$ cat src/hdl/pea_arith.sv
`timescale 1ns / 1ps
// Shared bit-serial unit: restoring divide (op 0) or integer square root (op 1).
module pea_arith (
  input  logic        clk_i,
  input  logic        rst_ni,
  input  logic        start_i,
  input  logic        sqrt_i,
  input  logic [64:0] num_i,
  input  logic [47:0] den_i,
  output logic        busy_o,
  output logic        done_o,
  output logic [47:0] quo_o,
  output logic [32:0] root_o
);
  logic        busy_q, op_q, done_q;
  logic [6:0]  cnt_q;
  logic [64:0] v_q;
  logic [48:0] rem_q;
  logic [47:0] quo_q, den_q;
  logic [66:0] res_q;
  logic [48:0] trem_w;
  logic [66:0] bit_w, trial_w;

  assign bit_w   = 67'd1 << {cnt_q[5:0], 1'b0};
  assign trial_w = res_q + bit_w;
  assign trem_w  = {rem_q[47:0], v_q[47]};

  always_ff @(posedge clk_i or negedge rst_ni) begin
    if (!rst_ni) begin
      busy_q <= 1'b0; done_q <= 1'b0; cnt_q <= '0; op_q <= 1'b0;
    end else begin
      done_q <= 1'b0;
      if (start_i && !busy_q) begin
        busy_q <= 1'b1; op_q <= sqrt_i;
        cnt_q <= sqrt_i ? 7'd32 : 7'd47;
      end else if (busy_q) begin
        if (cnt_q == 7'd0) begin
          busy_q <= 1'b0; done_q <= 1'b1;
        end else begin
          cnt_q <= cnt_q - 7'd1;
        end
      end
    end
  end

  always_ff @(posedge clk_i) begin
    if (start_i && !busy_q) begin
      v_q <= num_i; den_q <= den_i; rem_q <= '0; quo_q <= '0; res_q <= '0;
    end else if (busy_q) begin
      if (op_q) begin
        if (67'(v_q) >= trial_w) begin
          v_q <= 65'(67'(v_q) - trial_w);
          res_q <= (res_q >> 1) + bit_w;
        end else begin
          res_q <= res_q >> 1;
        end
      end else begin
        v_q <= {v_q[63:0], 1'b0};
        if (trem_w >= {1'b0, den_q}) begin
          rem_q <= trem_w - {1'b0, den_q};
          quo_q <= {quo_q[46:0], 1'b1};
        end else begin
          rem_q <= trem_w;
          quo_q <= {quo_q[46:0], 1'b0};
        end
      end
    end
  end

  assign busy_o = busy_q;
  assign done_o = done_q;
  assign quo_o  = quo_q;
  assign root_o = res_q[32:0];

`ifndef SYNTHESIS
  a_done: assert property (@(posedge clk_i) disable iff (!rst_ni)
    done_o |-> !busy_o) else $error("done while busy");
  a_end: assert property (@(posedge clk_i) disable iff (!rst_ni)
    busy_o && cnt_q == 7'd0 |=> done_o) else $error("missing done");
  a_cnt: assert property (@(posedge clk_i) disable iff (!rst_ni)
    busy_o |-> cnt_q <= 7'd47) else $error("count range");
`endif
endmodule

$ cat config.mk
export PLATFORM = sky130hd
export DESIGN_NAME = pea_arith
export DESIGN_NICKNAME = d
export VERILOG_FILES = /design/src/hdl/pea_arith.sv
export SDC_FILE = /design/constraint.sdc
export NUM_CORES = 1
export LEC_CHECK = 0
export ABC_CLOCK_PERIOD_IN_PS = 10100
export CAP_MARGIN = 10
export CORE_MARGIN = 2
export CORE_UTILIZATION = 50
export DETAILED_ROUTE_END_ITERATION = 12
export DONT_BUFFER_PORTS = 1
export GPL_TIMING_DRIVEN = 0
export HOLD_SLACK_MARGIN = 0.1
export PLACE_DENSITY = 0.77
export SYNTH_ARGS = -nofsm -noshare
export SYNTH_HDL_FRONTEND = slang
export SYNTH_SLANG_ARGS = --single-unit
$ cat constraint.sdc
create_clock -name clk_i -period 10.1 [get_ports clk_i]
set_input_delay 1.515 -clock clk_i [delete_from_list [all_inputs] [get_ports clk_i]]
set_output_delay 1.515 -clock clk_i [all_outputs]
set_load 0.005 [all_outputs]
## Word-level counts from Yosys, hierarchy flattened

Index checks and enable logic that the tools add are counted.

- Register bits after elaboration: 286
- Bits of input ports: 117
- Output and inout bits: 83
- Logic and storage cells: 45

- Add/subtract/negate cells: 5
- Magnitude comparators: 2
- Eq/ne operators: 2
- Shift-type cells: 1
- Multiplexer cells: 17
- Bitwise operators: 1
- Reductions and logical operators: 8

Operator list:

| cell | count |
|---|---|
| 65-bit two-way mux | 4 |
| 66-bit by 67-bit adder with 67-bit output | 1 |
| 67-bit adder | 1 |
| 65-bit by 67-bit >= comparator with 1-bit output | 1 |
| 67-bit two-way mux | 1 |
| 1-bit by 7-bit left shift with 67-bit output, first input constant | 1 |
| 65-bit subtractor | 1 |
| 49-bit by 48-bit >= comparator with 1-bit output | 1 |
| 48-bit two-way mux | 1 |
| 48-bit subtractor | 1 |
| 7-bit two-way mux | 3 |
| 2-bit AND reduction | 4 |
| 7-bit zero test | 1 |
| 1-bit two-way mux | 7 |
| 7-bit by 1-bit subtractor with 7-bit output, second input constant | 1 |
| 4-bit two-way mux | 1 |
| 3-bit by 1-bit inequality test with 1-bit output, second input constant | 1 |
| 2-bit by 1-bit inequality test with 1-bit output, second input constant | 1 |
| 2-bit nonzero test | 1 |
| 1-bit logical AND | 1 |
| 1-bit zero test | 1 |
| 1-bit inverter | 1 |

## Longest topological paths before layout

- Depth after elaboration: 7
- Gate-level depth with buffers: 31
- Mapped depth without buffers: 28

## Worst setup path after synthesis

Ideal clock, no wire load.

- Path kind: flip-flop to flip-flop
- Start: register cnt_q[3]
- End: register v_q[0], enable pin
- Setup time: 0.510 ns
- Arrival time: 8.761 ns
- Data required time: 9.590 ns
- Setup slack: 0.830 ns
- Cell stages (with the launch flop): 29
- Path buffers: 3
- Clock period less this slack: 9.270 ns
- Cell sequence: dfrtp_1 clkbuf_1 nand2b_1 nor3_1 and2_1 ha_1 a31o_2 and3_1 or4_1 a221oi_2 o31ai_1 a31oi_1 o21ai_0 a21oi_1 nor2_1 o21ai_0 xor2_1 ha_1 nand2_1 nor2_1 nand3_1 nor4_1 a311o_1 a21oi_1 a311oi_1 nand4_2 buf_2 buf_2 a21oi_1

- Longest elaborated chain between the ends: 5

RTL lines:

| what | line | source |
|---|---|---|
| from (decl) | 16 | `logic [6:0] cnt_q;` |
| from (signal assigned) | 35 | `cnt_q <= sqrt_i ? 7'd32 : 7'd47;` |
| from (signal assigned) | 40 | `cnt_q <= cnt_q - 7'd1;` |
| 1-bit by 7-bit left shift with 67-bit output | 24 | `assign bit_w = 67'd1 << {cnt_q[5:0], 1'b0};` |
| 67-bit adder | 25 | `assign trial_w = res_q + bit_w;` |
| 65-bit by 67-bit >= comparator with 1-bit output | 51 | `if (67'(v_q) >= trial_w) begin` |
| 3-bit by 1-bit inequality test with 1-bit output (no source line) | - |  |
| 2-bit AND reduction (no source line) | - |  |
| to (signal assigned) | 52 | `v_q <= 65'(67'(v_q) - trial_w);` |
| to (signal assigned) | 58 | `v_q <= {v_q[63:0], 1'b0};` |
| to (decl) | 17 | `logic [64:0] v_q;` |

No other way between the ends.
A chain may end at the register's enable or synchronous reset.

## Final worst setup path

- Start: register cnt_q[3]
- End: register v_q[17], enable pin

Same word-level chain as after synthesis.

==> flow_summary.json <==
{
  "status": "complete, no violations",
  "path_clk_slew_ns": 0.06,
  "post-route-period-util_pct": 93.7,
  "avgRoutedWirePerCell_um": 20.9,
  "ff_latch_area_mm2": 0.00691,
  "antenna_found_initial": 11,
  "via_per_inst": 6.27,
  "grt_pass1_vias": 21200,
  "synth_edf_count": 113,
  "cp_common_cell": "nor2_1",
  "synthFlopType": "dfxtp_1",
  "period_minus_slack_ns": 9.46,
  "nFillCells": 4380,
  "cp.arrival_ns": 9.71,
  "power_density_mw_per_mm2": 421,
  "hold_buffers": 0,
  "wirelength_um": 77100,
  "place_congestion": 0.984,
  "rows": 79,
  "ys_warn_count": 0,
  "drv_cap": 0,
  "initial_core_util_pct": 50.8,
  "grt_pass1_wl_um": 118000,
  "cts_htree_levels": 2,
  "ys_async_sr_fraction_pct": 3.50,
  "io_pins": 200,
  "cts_made_buffers": 36,
  "yosysUniqueCellTypes": 90,
  "area_growth_pct": 9.22,
  "synth_seq_cells": 286,
  "crit_slowest_cell": "nor4_1",
  "netlist.area_leader.share_pct": 14.3,
  "cp-end-kind": "register",
  "grt_setup_unrepaired": "false",
  "drcViolationCount": 0,
  "final.setup.tns_ns": 0,
  "final_layout_size_suffix_gt1_share_pct": 5.66,
  "fin_nets": 3350,
  "peakVddDrop_v": 0.000243,
  "io_buffers": 0,
  "grt_max_degree": 45,
  "worst_path_dominant_cell_family": "simple AND/OR/NAND/NOR gates",
  "post_cts_resized": 0,
  "max_freq_mhz": 106,
  "die_w_um": 222,
  "setup_violations": 0,
  "path_class": "reg -> reg",
  "cts_tree": "done",
  "final.setup_skew_ns": 0.0433,
  "core-area_mm2": 0.0468,
  "grtUsageTotal_pct": 30.0,
  "yosys-top-cells-area": "edfxtp_1 14%, dfxtp_1 14%, ha_1 9.8%, a21oi_1 7.1%, nand2_1 5.8%",
  "multiInputGateArea_mm2": 0.0156,
  "crit_required_ns": 10.35,
  "firstDrtPassIters": 6,
  "worst_pin_slew_ns": 1.09,
  "postCtsSetupBuffers": 0,
  "startpoint_type": "register",
  "syn_area_per_cell_um2": 7.91,
  "hpwlAfterDp_um": 59300,
  "drtIter0Drc": 2339,
  "crit_fanout": 28,
  "hold_viol": 0,
  "grt-ovfl-total": 0,
  "worstSkewPairLatency_ns": 0.59,
  "slew_headroom_pct": 27.6,
  "ant_nets": 0,
  "vias": 23100,
  "die_height_um": 222,
  "power_mw": 10.9,
  "syn_inst": 3004,
  "netlist_area_mm2": 0.0238,
  "p_leak_nw": 10.2,
  "dieArea_mm2": 0.0493,
  "clock_path_buffers": 3,
  "yosysTopAreaCell": "edfxtp_1",
  "timing.final.max_slew_violations": 0,
  "crit_path_max_incr_delay_ns": 0.87,
  "clock-root-buffer": "clkbuf_16",
  "cp_num_buf_inv": 4,
  "hold_path.class": "reg -> reg",
  "synth_seq_area_share_pct": 29.1,
  "cts.sinks": 286,
  "synth_nets": 3309
}
-- through the flow --
| step | hold slack (ns) | util [%] | instance area, um^2 | setup WS (ns) | instances |
|---|---|---|---|---|---|
| 2_1_floorplan | 0.452 | - | 23800 | 0.830 | 3004 |
| 3_3_place_gp | 0.468 | 52.5 | 24500 | -3.23 | 3611 |
| 3_5_place_dp | 0.477 | 52.6 | 24600 | 1.06 | 3614 |
| 4_1_cts | 0.483 | 55.5 | 25900 | 1.02 | 3680 |
| 5_1_grt | 0.498 | 55.5 | 26000 | 0.264 | 3687 |
| 6_report | 0.487 | 55.5 | 26000 | 0.637 | 3690 |
-- worst reg2reg max path, delay by kind of cell, from the launching register on --
kind | cells | cell delay [ns]
buffers and inverters | 4 | 1.26
AND/OR/NAND/NOR | 9 | 3.40
AO/OA/AOI/OAI | 12 | 3.24
flip-flops | 1 | 0.35
XOR/XNOR | 1 | 0.12
adder cells (fa/ha/maj) | 2 | 0.72
-- layout make-up --
class | instances | area share, %
Antenna cell | 10 | 0.0964
Inverter | 95 | 1.37
Buffer | 194 | 3.44
Tap cell | 607 | 2.93
Sequential cell | 286 | 26.6
Clock inverter | 16 | 0.949
Clock buffer | 50 | 4.19
Timing Repair Buffer | 3 | 0.231
Multi-Input combinational cell | 2429 | 60.2
-- per-layer routing --
metal / routed length (um) / vias up / GRT usage, %
met2: 32800 / 1154 / 45.5
met3: 8430 / 203 / 7.22
met1: 32200 / 10800 / 40.0
met5: 40 / - / 0
met4: 3680 / 6 / 14.4
li1: - / 11000 / -
-- worst paths after layout --
| check | from | end | slack (ns) | cells past startpoint |
|---|---|---|---|---|
| worst max-delay path | cnt_q[3] | v_q[17] | 0.64 | 28 |
| worst min-delay path | quo_o[13] | quo_o[14] | 0.49 | 2 |
| worst max register to register | cnt_q[3] | v_q[17] | 0.64 | 28 |
| worst min register to register | quo_o[13] | quo_o[14] | 0.49 | 2 |
| max in group asynchronous | rst_ni | cnt_q[2] | 9.40 | 0 |
| min in group asynchronous | rst_ni | cnt_q[0] | 0.62 | 0 |
-- synth_stat cells (13+ instances only) --
| cell type | number |
|---|---|
| nor2_1 | 214 |
| nand3_1 | 48 |
| o21a_1 | 26 |
| mux2i_1 | 80 |
| nor2b_1 | 32 |
| o211ai_1 | 13 |
| a21o_1 | 52 |
| o31ai_1 | 17 |
| nor3_1 | 71 |
| and2_1 | 45 |
| clkbuf_1 | 132 |
| o21bai_1 | 33 |
| nand2_1 | 365 |
| inv_1 | 94 |
| nand4_1 | 56 |
| a31oi_1 | 78 |
| edfxtp_1 | 113 |
| and3_1 | 22 |
| buf_4 | 36 |
| a211oi_1 | 25 |
| a21oi_1 | 338 |
| xor2_1 | 98 |
| nand2b_1 | 25 |
| and4_1 | 14 |
| nor3b_1 | 13 |
| buf_2 | 16 |
| dfxtp_1 | 163 |
| ha_1 | 186 |
| o21ai_0 | 268 |
| xnor2_1 | 114 |
-- state kept, by name, summed over array words and instances (netlist names) --
| register | count |
|---|---|
| busy_o | 1 |
| cnt_q | 7 |
| den_q | 48 |
| done_o | 1 |
| op_q | 1 |
| quo_o | 48 |
| rem_q | 48 |
| res_q | 67 |
| v_q | 65 |
-- power by group --
part / total (mW) / switching [mW] / internal, mW
clock: 1.45 / 0.577 / 0.871
sequential: 2.41 / 0.536 / 1.87
combinational: 7.08 / 4.39 / 2.70
total: 10.9 / 5.50 / 5.44
-- cells in the final DEF (no fill, tap or decap), types with 32 or more instances in the layout --
| cell | synthesis | routed |
|---|---|---|
| xnor2_1 | 114 | 114 |
| edfxtp_1 | 113 | 113 |
| and2_1 | 45 | 45 |
| a21o_1 | 52 | 52 |
| ha_1 | 186 | 186 |
| mux2i_1 | 80 | 80 |
| nand4_1 | 56 | 56 |
| dfxtp_1 | 163 | 163 |
| inv_1 | 94 | 94 |
| xor2_1 | 98 | 98 |
| a31oi_1 | 78 | 78 |
| clkbuf_1 | 132 | 137 |
| o21bai_1 | 33 | 33 |
| nor2_1 | 214 | 214 |
| clkbuf_16 | 0 | 40 |
| o21ai_0 | 268 | 268 |
| nor2b_1 | 32 | 32 |
| buf_4 | 36 | 36 |
| nand2_1 | 365 | 365 |
| nand3_1 | 48 | 48 |
| nor3_1 | 71 | 71 |
| a21oi_1 | 338 | 337 |
-- cells by family (layout without fill, tap and decap cells) --
group | after synthesis | after routing | synth area share [%]
compound gates | 986 | 986 | 25.2
fa+ha+maj | 188 | 188 | 9.96
flops | 286 | 286 | 29.1
other cells | 0 | 10 | 0
mux | 89 | 89 | 3.80
simple gates | 954 | 954 | 18.9
xor+xnor | 212 | 212 | 7.81
buf+inv | 289 | 358 | 5.25
Note: power is estimated with default switching activity, not from simulation.
